**src/sv/tsq_pkg.sv**
```systemverilog
// ----------------------------------------------------------------------------
// tsq_pkg
// Types, constants and helpers of the timestamp event queue.
// ----------------------------------------------------------------------------
package tsq_pkg;

    localparam int CAPACITY    = 64;
    localparam int TYPE_COUNT  = 8;
    localparam int TIME_BITS   = 48;
    localparam int TYPE_BITS   = 3;
    localparam int HANDLE_BITS = 32;
    localparam int CNT_BITS    = 32;
    localparam int RETRY_BITS  = 10;
    localparam int IDX_BITS    = $clog2(CAPACITY);
    localparam int FILL_BITS   = $clog2(CAPACITY + 1);
    localparam int SLOT_BITS   = TIME_BITS + TYPE_BITS + HANDLE_BITS;
    localparam int PADDR_BITS  = 2;

    localparam logic [RETRY_BITS-1:0] MAX_RETRIES_RESET = RETRY_BITS'(1000);
    localparam logic [PADDR_BITS-1:0] ADDR_MAX_RETRIES  = '0;

    localparam logic [2:0] OP_INSERT  = 3'd0;
    localparam logic [2:0] OP_POP     = 3'd1;
    localparam logic [2:0] OP_ADD_EXP = 3'd2;
    localparam logic [2:0] OP_ADD_ACT = 3'd3;
    localparam logic [2:0] OP_CLEAR   = 3'd4;

    localparam logic [1:0] ST_OK        = 2'd0;
    localparam logic [1:0] ST_EMPTY     = 2'd1;
    localparam logic [1:0] ST_FULL      = 2'd2;
    localparam logic [1:0] ST_EXHAUSTED = 2'd3;

    typedef struct packed {
        logic [2:0]             op;
        logic [TIME_BITS-1:0]   event_time;
        logic [TYPE_BITS-1:0]   event_type;
        logic [HANDLE_BITS-1:0] event_payload;
        logic [CNT_BITS-1:0]    amount;
    } t_req;

    typedef struct packed {
        logic [1:0]             status;
        logic [TIME_BITS-1:0]   out_time;
        logic [TYPE_BITS-1:0]   out_type;
        logic [HANDLE_BITS-1:0] out_payload;
        logic [CNT_BITS-1:0]    type_current;
        logic [CNT_BITS-1:0]    type_expected;
        logic [CNT_BITS-1:0]    type_actual;
        logic [CNT_BITS-1:0]    all_current;
        logic [CNT_BITS-1:0]    all_expected;
        logic [CNT_BITS-1:0]    all_actual;
        logic [FILL_BITS-1:0]   queue_fill;
    } t_rsp;

    typedef enum logic [3:0] {
        S_IDLE, S_DISPATCH, S_INS_RD, S_INS_CMP, S_INS_WR,
        S_POP_RD, S_POP_CMP, S_POP_LAST_RD, S_POP_WR, S_FINISH
    } t_state;

    typedef struct packed {
        logic latch;
        logic exec_misc;
        logic set_full;
        logic set_empty;
        logic set_exhausted;
        logic ins_init;
        logic ins_bump;
        logic scan_next;
        logic pop_init;
        logic pop_cmp;
        logic last_rd;
        logic ins_wr;
        logic pop_wr;
        logic load_out;
    } t_cmd;

    typedef struct packed {
        logic [2:0] op;
        logic       fill_zero;
        logic       fill_full;
        logic       hit;
        logic       k_max;
        logic       scan_last;
        logic       out_busy;
    } t_stat;

    function automatic logic [CNT_BITS-1:0] sat_add(input logic [CNT_BITS-1:0] a,
                                                    input logic [CNT_BITS-1:0] b);
        logic [CNT_BITS:0] s;
        s = {1'b0, a} + {1'b0, b};
        return s[CNT_BITS] ? '1 : s[CNT_BITS-1:0];
    endfunction

endpackage

```
**src/sv/tsq_ctrl.sv**
```systemverilog
// ----------------------------------------------------------------------------
// tsq_ctrl
// Sequencer: dispatches a request and steps the store scans.
// ----------------------------------------------------------------------------
module tsq_ctrl import tsq_pkg::*; (
    input  logic  i_clk,
    input  logic  i_rst_n,
    input  logic  i_req_valid,
    output logic  o_req_ready,
    input  t_stat i_stat,
    output t_cmd  o_cmd
);
    t_state r_state, n_state;

    always_ff @(posedge i_clk) begin
        if (!i_rst_n) begin
            r_state <= S_IDLE;
        end else begin
            r_state <= n_state;
        end
    end

    always_comb begin
        n_state = r_state;
        case (r_state)
            S_IDLE: begin
                if (i_req_valid) n_state = S_DISPATCH;
            end
            S_DISPATCH: begin
                case (i_stat.op)
                    OP_INSERT: begin
                        if (i_stat.fill_full)      n_state = S_FINISH;
                        else if (i_stat.fill_zero) n_state = S_INS_WR;
                        else                       n_state = S_INS_RD;
                    end
                    OP_POP: begin
                        n_state = i_stat.fill_zero ? S_FINISH : S_POP_RD;
                    end
                    default: n_state = S_FINISH;
                endcase
            end
            S_INS_RD: n_state = S_INS_CMP;
            S_INS_CMP: begin
                if (i_stat.hit) begin
                    n_state = i_stat.k_max ? S_FINISH : S_INS_RD;
                end else begin
                    n_state = i_stat.scan_last ? S_INS_WR : S_INS_RD;
                end
            end
            S_INS_WR: n_state = S_FINISH;
            S_POP_RD: n_state = S_POP_CMP;
            S_POP_CMP: n_state = i_stat.scan_last ? S_POP_LAST_RD : S_POP_RD;
            S_POP_LAST_RD: n_state = S_POP_WR;
            S_POP_WR: n_state = S_FINISH;
            S_FINISH: begin
                if (!i_stat.out_busy) n_state = S_IDLE;
            end
            default: n_state = S_IDLE;
        endcase
    end

    always_comb begin
        o_cmd = '0;
        o_req_ready = 1'b0;
        case (r_state)
            S_IDLE: begin
                o_req_ready = 1'b1;
                o_cmd.latch = i_req_valid;
            end
            S_DISPATCH: begin
                case (i_stat.op)
                    OP_INSERT: begin
                        o_cmd.set_full = i_stat.fill_full;
                        o_cmd.ins_init = !i_stat.fill_full;
                    end
                    OP_POP: begin
                        o_cmd.set_empty = i_stat.fill_zero;
                        o_cmd.pop_init  = !i_stat.fill_zero;
                    end
                    default: o_cmd.exec_misc = 1'b1;
                endcase
            end
            S_INS_CMP: begin
                o_cmd.set_exhausted = i_stat.hit && i_stat.k_max;
                o_cmd.ins_bump      = i_stat.hit && !i_stat.k_max;
                o_cmd.scan_next     = !i_stat.hit && !i_stat.scan_last;
            end
            S_INS_WR: o_cmd.ins_wr = 1'b1;
            S_POP_CMP: begin
                o_cmd.pop_cmp   = 1'b1;
                o_cmd.scan_next = !i_stat.scan_last;
            end
            S_POP_LAST_RD: o_cmd.last_rd = 1'b1;
            S_POP_WR: o_cmd.pop_wr = 1'b1;
            S_FINISH: o_cmd.load_out = !i_stat.out_busy;
            default: ;
        endcase
    end
endmodule

```
**config.mk**
```make
export PLATFORM = sky130hd
export DESIGN_NAME = tsq_ctrl
export DESIGN_NICKNAME = d
export VERILOG_FILES = /design/src/sv/tsq_pkg.sv /design/src/sv/tsq_ctrl.sv
export SDC_FILE = /design/constraint.sdc
export NUM_CORES = 1
export LEC_CHECK = 0
export BUFFER_PORTS_ARGS = -buffer_cell sky130_fd_sc_hd__buf_2
export CELL_PAD_IN_SITES_DETAIL_PLACEMENT = 0
export CELL_PAD_IN_SITES_GLOBAL_PLACEMENT = 1
export CORE_MARGIN = 2
export CORE_UTILIZATION = 31
export DETAILED_ROUTE_END_ITERATION = 10
export PLACE_DENSITY_LB_ADDON = 0.15
export SYNTH_ARGS = -nofsm -noshare
export SYNTH_HDL_FRONTEND = slang
export SYNTH_SLANG_ARGS = --single-unit
export TNS_END_PERCENT = 100
```
**constraint.sdc**
```tcl
create_clock -name i_clk -period 2.2 [get_ports i_clk]
set_clock_uncertainty 0.2 [all_clocks]
set_input_delay 0.22 -clock i_clk [delete_from_list [all_inputs] [get_ports i_clk]]
set_output_delay 0.22 -clock i_clk [all_outputs]
set_load 0.01 [all_outputs]
```
==> run summary, run 1 <==
Status - finished clean
Synth Instances - 67
Max-slew violations - 0
Reg2reg start - r_state[2]
DRC Markers - 0
DRT antenna net count - 0
Seq pwr share - 0.327
Max reg flops - 4
Number of diodes - 0
Main synth FF type - dfxtp_1
Post-synthesis sequential area ratio - 0.160
Ranking of synthesized cells by area - dfxtp_1 16%, nand2b_1 6.3%, nor2_1 6.0%
Hold depth - 3
Hold path endpoint - r_state[0]
# port buffers - 26
Synth area leader - dfxtp_1
Root buf cell - clkbuf_4
Reg2reg path depth - 4
R2R Setup Slk - 0.43 ns
CTS tree - built
H-tree level count - 1
Clk_lat worst skew - 0.23 ns
Clock buffer count from CTS - 3
Clock Path Buffers - 2
Utilization after layout - 0.425
P per Cell Area - 520 nW/um2
Initial Util - 0.332
Syn_nets - 79
Net count, final - 106
CP Class - register to primary output
Unrepaired setup endpoints after global routing - no
TNS Setup - 0 ns
Synthesized cell area - 500 um2
Clock slew at reported path FFs - 0.04 ns
Switching Share - 0.369
# hold bufs at CTS - 0
Die span in x - 44.2 um
Most common cell after layout, fill and taps aside - buf_2
DRT Pass-1 Iters - 3
Share of cells above drive strength 1 - 0.402
Worst r2r dst - r_state[0]
Worst EP required - 1.78 ns
Final Hold Viols - 0
Avg Inst Size Synth - 7.47 um2
Hold Slack - 0.0544 ns
Ys Warns - 0
Max-cap violation count - 0
Setup violations, final - 0
LEAKAGE - 0.278 nW
Routed Wire Length - 1.18 mm
Highest-count cells in the layout ignoring fill and taps - 26 x buf_2, 8 x nor2_1, 5 x nand2b_1, 5 x nand2_1
Clock share of power - 0.274
Largest net degree at the start of global routing - 13
Slew headroom - 0.608
# rows - 14
Fill cells - 152
Worst-Margin Slew - 0.587 ns
CTS-repair resized insts - 0
Ys async rst share - 0
CP Launch Type - register
CTS sink count - 4
Setup crit start - r_state[0]
DP Wirelength - 930 um
Die Y - 44.2 um
Nature of the critical path endpoint - primary output
Tmin final - 2.03 ns
Post-synth EDFFs - 0
First-pass GRT wire length - 1.95 mm
Largest register by flop count - r_state
Internal Power - 0.000210 W
Layout area overhead - 28.0%
Top Registers - r_state: 4 flops
Total GRT Usage - 0.136
Final Cycle Share - 0.921
Peak Freq - 493 MHz
Crit path DAT - 1.61 ns
Initial antenna violation count - 0
Total grt overflow - 0
Post-synth top area share - 0.160
DIE AREA - 1950 um2
RD Place Congestion - 0.717
Seq cells post-synth - 4
Post-CTS setup buffer count - 0
Worst VDD drop - 0.276 mV
DR vias - 548
Via density - 5.07
Worst min-delay path class - input pin to register
Crit Path Max Fanout - 12
CORE AREA - 1510 um2
Worst Hold Launch - i_req_valid
Vias in the first global route - 462
Cell variety after synth - 29
Comb power frac - 0.399
DR iter-0 viols - 6
Sw power - 0.000123 W
Drt wl/cell - 10.9 um
IO Pins - 27
## power by group through the flow
| stage | sequential [W] | clock (W) | combinational, W |
|---|---|---|---|
| 3_5_place_dp | 0.000110 | 0 | 0.000135 |
| 4_1_cts | 0.000109 | 0.0000944 | 0.000135 |
| 5_1_grt | 0.000112 | 0.000103 | 0.000148 |
| 3_3_place_gp | 0.000110 | 0 | 0.000136 |
| 6_report | 0.000109 | 0.0000912 | 0.000133 |
| 2_1_floorplan | 0.0000855 | 0 | 0.000124 |
## layer usage
| metal | global-route usage | vias to the layer above | wire length, um |
|---|---|---|---|
| li1 | - | 294 | - |
| met1 | 0.179 | 240 | 565 |
| met2 | 0.206 | 14 | 551 |
| met3 | 0.0531 | 0 | 65 |
| met4 | 0.0364 | 0 | 0 |
| met5 | 0 | - | 0 |
## synth_stat cells (3+ instances only)
cell,n
dfxtp_1,4
inv_1,3
nand2_1,5
nand2b_1,5
nor2_1,8
nor2b_1,3
nor3_1,4
nor4_1,3
o21ai_0,3
o21ai_1,3
## metrics by stage
step	power, W	cell area, um2	setup slack, ns	cells
detailed placement	0.000244	618	0.427	105
CTS	0.000339	641	0.157	108
floorplan	0.000210	500	0.706	67
global route	0.000362	641	0.0538	108
global placement	0.000246	618	0.419	105
finish	0.000333	641	0.174	108
## area by class of cell
| class | instances | area (um2) | share of cell area |
|---|---|---|---|
| multi-input combinational | 56 | 377 | 0.588 |
| timing repair buffer | 26 | 130 | 0.203 |
| sequential | 4 | 80.1 | 0.125 |
| clock buffer | 3 | 22.5 | 0.0352 |
| tap | 16 | 20.0 | 0.0313 |
| inverter | 3 | 11.3 | 0.0176 |
## cell families after synthesis
family,synth area share
buf+inv,0.0875
flops,0.160
xor+xnor,0.0175
compound gates,0.170
simple gates,0.565
## critical path, stage by stage (launching register included)
cell	delay (ns)
dfxtp_1	0.59
nand2b_1	0.27
o21a_1	0.24
nor3_1	0.12
buf_2	0.15
## worst max path at each step
| stage | endpoint | depth (start not counted) |
|---|---|---|
| 6_report | o_cmd[6] | 4 |
| 3_5_place_dp | r_state[0] | 4 |
| 3_3_place_gp | r_state[0] | 4 |
| 5_1_grt | o_cmd[11] | 4 |
| 2_1_floorplan | o_cmd[13] | 3 |
| 4_1_cts | o_cmd[6] | 4 |
No activity file was read; power rests on OpenSTA's default activity.
==> run 2, diff against run 1 <==
Settings changed: CORE_UTILIZATION 31 to 33, CTS_BUF_LIST from default to sky130_fd_sc_hd__clkbuf_8.
==> run 2 against run 1 <==
Against the previous run: final cell count did not move; via count down 2.7%; routed wire length hardly changed; hold slack improved by 0.017 ns; power up 20%; setup slack improved by 0.049 ns; non-clock buffer count is the same; sequential power about the same; register-to-register slack about the same; critical endpoint unchanged.
==> run summary, run 2 (synthesis results as in run 1) <==
Total power - 0.000398 W
Crit Path Max Fanout - 12
DRC Markers - 0
Status - finished clean
Root buf cell - clkbuf_8
CP Class - register to primary output
CTS-repair resized insts - 0
Placed cell count - 105
CP max-delay cell - dfxtp_1
LEAKAGE - 0.285 nW
Seq pwr share - 0.274
Die Y - 42.9 um
DRT Pass-1 Iters - 4
Total grt overflow - 0
Worst-Margin Slew - 0.564 ns
Fin cells - 108
Die span in x - 42.9 um
Clock buffer count from CTS - 3
Largest register by flop count - r_state
Crit path buf inv count - 1
Drt wl/cell - 11.0 um
Internal Power - 0.000266 W
Total GRT Usage - 0.140
IO Pins - 27
CORE AREA - 1470 um2
Initial antenna violation count - 0
H-tree level count - 1
Worst EP required - 1.78 ns
Max-slew violations - 0
P per Cell Area - 604 nW/um2
Max incr delay on CP - 0.58 ns
Max-cap violation count - 0
Top Registers - r_state: 4 flops
Worst VDD drop - 0.293 mV
Crit path max-delay family - flip-flops
DP Wirelength - 915 um
Highest-count cells in the layout ignoring fill and taps - 26 x buf_2, 8 x nor2_1, 5 x nand2b_1, 5 x nand2_1
Peak Freq - 506 MHz
Fill cells - 163
Via density - 4.94
Crit path DAT - 1.56 ns
Final Cycle Share - 0.899
Clock share of power - 0.392
Vias in the first global route - 466
Setup violations, final - 0
CTS sink count - 4
Post-CTS setup buffer count - 0
DRT antenna net count - 0
Initial Util - 0.340
CP Launch Type - register
Share of cells above drive strength 1 - 0.402
Largest net degree at the start of global routing - 13
Comb power frac - 0.333
# hold bufs at CTS - 0
Worst min-delay path class - input pin to register
Max reg flops - 4
Clock Path Buffers - 2
Slew headroom - 0.623
# rows - 14
Tmin final - 1.98 ns
Cells along the critical path - nand2b_1 -> o21a_1 -> nor3_1 -> buf_2
DIE AREA - 1840 um2
Layout area overhead - 31.7%
# port buffers - 26
DR iter-0 viols - 11
Most common cell after layout, fill and taps aside - buf_2
CTS tree - built
Number of diodes - 0
DR vias - 533
Final Hold Viols - 0
Net count, final - 106
Clk_lat worst skew - 0.22 ns
TNS Setup - 0 ns
Sw power - 0.000132 W
Nature of the critical path endpoint - primary output
Clock slew at reported path FFs - 0.03 ns
Switching Share - 0.332
First-pass GRT wire length - 1.95 mm
Routed Wire Length - 1.18 mm
Unrepaired setup endpoints after global routing - no
RD Place Congestion - 0.706
## run 2: cell count changes in the layout (fill, tap and decap cells not counted)
cell	delta
clkbuf_4	-3
clkbuf_8	+3
## run 2: metrics by stage
step	utilization	hold WS, ns	setup WS [ns]	instance area, um2
final	0.448	0.0716	0.222	659
after global routing	0.448	0.121	0.0853	659
after CTS	0.448	0.0761	0.195	659
after detailed placement	0.420	0.299	0.435	618
after global placement	0.420	0.293	0.401	618
after floorplan	-	0.145	0.706	500
## run 2: metal layers
layer  routed length, um  up-vias  global-route usage
met5                   0        -                   0
met4                  22        0              0.0909
met3                  60        2              0.0128
met2                 520       19               0.200
met1                 579      225               0.196
li1                    -      287                   -
## run 2: power by group through the flow
stage	combinational, W	sequential, W	clock, W
floorplan	0.000124	0.0000855	0
CTS	0.000135	0.000109	0.000162
finish	0.000133	0.000109	0.000156
global placement	0.000135	0.000111	0
detailed placement	0.000134	0.000110	0
global route	0.000150	0.000113	0.000164
## run 2: worst min-delay path, stage by stage
cell	delay [ns]
buf_2	0.08
o21ai_0	0.08
nor2_1	0.07
## run 2: worst paths after layout
check	startpoint	cells past startpoint	end	slack, ns
worst min-delay path	i_req_valid	3	r_state[0]	0.07
worst max-delay path	r_state[0]	4	o_cmd[6]	0.22
worst min register to register	r_state[0]	3	r_state[1]	0.58
worst max register to register	r_state[2]	4	r_state[0]	0.43
## run 2: area by class of cell
cell class | instances | area [um2] | area share
clock buffer | 3 | 41.3 | 0.0626
inverter | 3 | 11.3 | 0.0171
multi-input combinational | 56 | 377 | 0.571
sequential | 4 | 80.1 | 0.121
tap | 16 | 20.0 | 0.0304
timing repair buffer | 26 | 130 | 0.197
==> run 3, diff against run 2 <==
Settings changed: ABC_AREA from default to 1, CORE_UTILIZATION 33 to 28.
==> run 3 against run 2 <==
Against the previous run: combinational power up 100%; critical path depth up 1; fmax rose by 13%; setup slack better by 0.23 ns; clock power shrank 4%; die area is 4.2% higher; global-route usage decreased by 0.83 points; design area is 3.6% lower; synthesized area fell by 11%; core utilization decreased by 2.1 points; sequential power rose by 7%; highest routed layer is now met3.
==> run summary, run 3 <==
Status - finished clean
Seq cells post-synth - 4
Cells along the critical path - nand2_1 -> nor2_1 -> nand2_1 -> a21oi_1 -> buf_2
Crit path max-delay family - flip-flops
DR iter-0 viols - 11
Largest net degree at the start of global routing - 7
Worst-Margin Slew - 0.287 ns
Fill cells - 175
Layout area overhead - 43.1%
DRT Pass-1 Iters - 3
Number of diodes - 0
Hold Slack - 0.0110 ns
Die Y - 43.8 um
Final Instance Area - 636 um2
Peak Freq - 572 MHz
Highest-count cells in the layout ignoring fill and taps - 26 x buf_2, 20 x inv_1, 14 x nor2_1, 12 x nand2_1, 9 x nand3_1
Area post-placement - 594 um2
Total grt overflow - 0
Synth area leader - dfxtp_1
Root buf cell - clkbuf_8
Cell variety after synth - 20
TNS Setup - 0 ns
Via density - 4.47
Syn_nets - 94
DR vias - 568
# hold bufs at CTS - 0
Crit path buf inv count - 1
LEAKAGE - 0.403 nW
Post-synthesis sequential area ratio - 0.180
Initial antenna violation count - 0
Die span in x - 43.8 um
Ys async rst share - 0
DIE AREA - 1920 um2
Worst min-delay path class - input pin to register
CP Launch Type - register
Main synth FF type - dfxtp_1
CTS sink count - 4
CP max-delay cell - dfxtp_1
Total GRT Usage - 0.131
Post-synth EDFFs - 0
Net count, final - 125
Ranking of synthesized cells by area - dfxtp_1 18%, inv_1 17%, nor2_1 12%
Post-synth top area share - 0.180
Crit path DAT - 1.33 ns
Synth top cells by count - 20 x inv_1, 14 x nor2_1, 12 x nand2_1
Synth Instances - 82
Initial Util - 0.298
Slew headroom - 0.808
Fin cells - 127
Unrepaired setup endpoints after global routing - no
Max-slew violations - 0
H-tree level count - 1
Max-cap violation count - 0
Final Cycle Share - 0.795
# rows - 14
RD Place Congestion - 0.712
CTS-repair resized insts - 0
Synthesized cell area - 444 um2
Largest register by flop count - r_state
Vias in the first global route - 488
Nature of the critical path endpoint - primary output
Clock slew at reported path FFs - 0.03 ns
CTS tree - built
Ys Warns - 0
Top Registers - r_state: 4 flops
DRT antenna net count - 0
Setup violations, final - 0
Share of cells above drive strength 1 - 0.333
P per Cell Area - 838 nW/um2
CP Class - register to primary output
CORE AREA - 1490 um2
Tmin final - 1.75 ns
Crit Path Max Fanout - 6
Drt wl/cell - 9.29 um
Critical path's most frequent cell - nand2_1
Avg Inst Size Synth - 5.42 um2
IO Pins - 27
Max reg flops - 4
Clk_lat worst skew - 0.21 ns
# port buffers - 26
DRC Markers - 0
Max incr delay on CP - 0.43 ns
Most common cell after layout, fill and taps aside - buf_2
Routed Wire Length - 1.18 mm
First-pass GRT wire length - 1.93 mm
Post-CTS setup buffer count - 0
DP Wirelength - 1.03 mm
Final Hold Viols - 0
Worst VDD drop - 0.364 mV
Worst EP required - 1.78 ns
Placed cell count - 124
Clock Path Buffers - 2
Clock buffer count from CTS - 3
Most frequent cell after synthesis - inv_1
-- run 3: cell types whose count changed after synthesis, sizes merged, moves of 2 or more --
cell	previous run	this run
o21ai	6	1
inv	3	22
nor2	8	16
nor3	6	2
nor4	5	2
nor2b	3	0
nand3	3	9
buf	4	0
nand2b	7	0
nand2	5	15
nand4	0	2
a21oi	2	5
and2	2	0
-- run 3: through the flow --
| stage | util | total power (W) | setup slack, ns |
|---|---|---|---|
| final | 0.427 | 0.000532 | 0.450 |
| after global routing | 0.427 | 0.000585 | 0.333 |
| after CTS | 0.427 | 0.000539 | 0.447 |
| after detailed placement | 0.399 | 0.000387 | 0.621 |
| after global placement | 0.399 | 0.000393 | 0.635 |
| after floorplan | - | 0.000304 | 0.725 |
-- run 3: power breakdown --
part / leakage (nW) / switching [W] / internal, W / total, W
clock: 0.0216 / 0.0000325 / 0.000116 / 0.000149
sequential: 0.0327 / 0.0000269 / 0.0000900 / 0.000117
combinational: 0.349 / 0.000167 / 0.0000994 / 0.000267
-- run 3: worst paths after layout --
| check | startpoint | to | slack [ns] | depth (start not counted) |
|---|---|---|---|---|
| worst max register to register | r_state[0] | r_state[0] | 0.78 | 8 |
| worst max-delay path | r_state[0] | o_cmd[6] | 0.45 | 5 |
| worst min-delay path | i_rst_n | r_state[2] | 0.01 | 3 |
| worst min register to register | r_state[3] | r_state[0] | 0.45 | 2 |
-- run 3: final cells by class --
class / instances / area [um2] / area share
Clock buffer: 3 / 41.3 / 0.0650
Timing Repair Buffer: 26 / 130 / 0.205
Tap cell: 16 / 20.0 / 0.0315
Inverter: 22 / 82.6 / 0.130
Multi-Input combinational cell: 56 / 282 / 0.443
Sequential cell: 4 / 80.1 / 0.126
-- run 3: routing by layer --
metal / global-route usage / up-vias / wire length (um)
met1: 0.170 / 235 / 561
met4: 0.0364 / 0 / 0
met5: 0 / - / 0
met2: 0.218 / 16 / 557
met3: 0.0292 / 0 / 61
li1: - / 317 / -
-- run 3: logic make-up (layout without fill, tap and decap cells) --
family | count (synthesis) | after routing | synth area share
and+or+nand+nor | 48 | 48 | 0.535
AOI/OAI and AO/OA | 8 | 8 | 0.0986
DFF | 4 | 4 | 0.180
buffers and inverters | 22 | 51 | 0.186
-- run 3: worst reg2reg max path, stage by stage, from the launching register on --
cell and delay (ns):
dfxtp_1 0.36, nor2_1 0.20, inv_1 0.08, nor2_1 0.13
nand2_1 0.07, nand2_1 0.06, inv_1 0.04, o21ai_1 0.08
a21oi_1 0.08
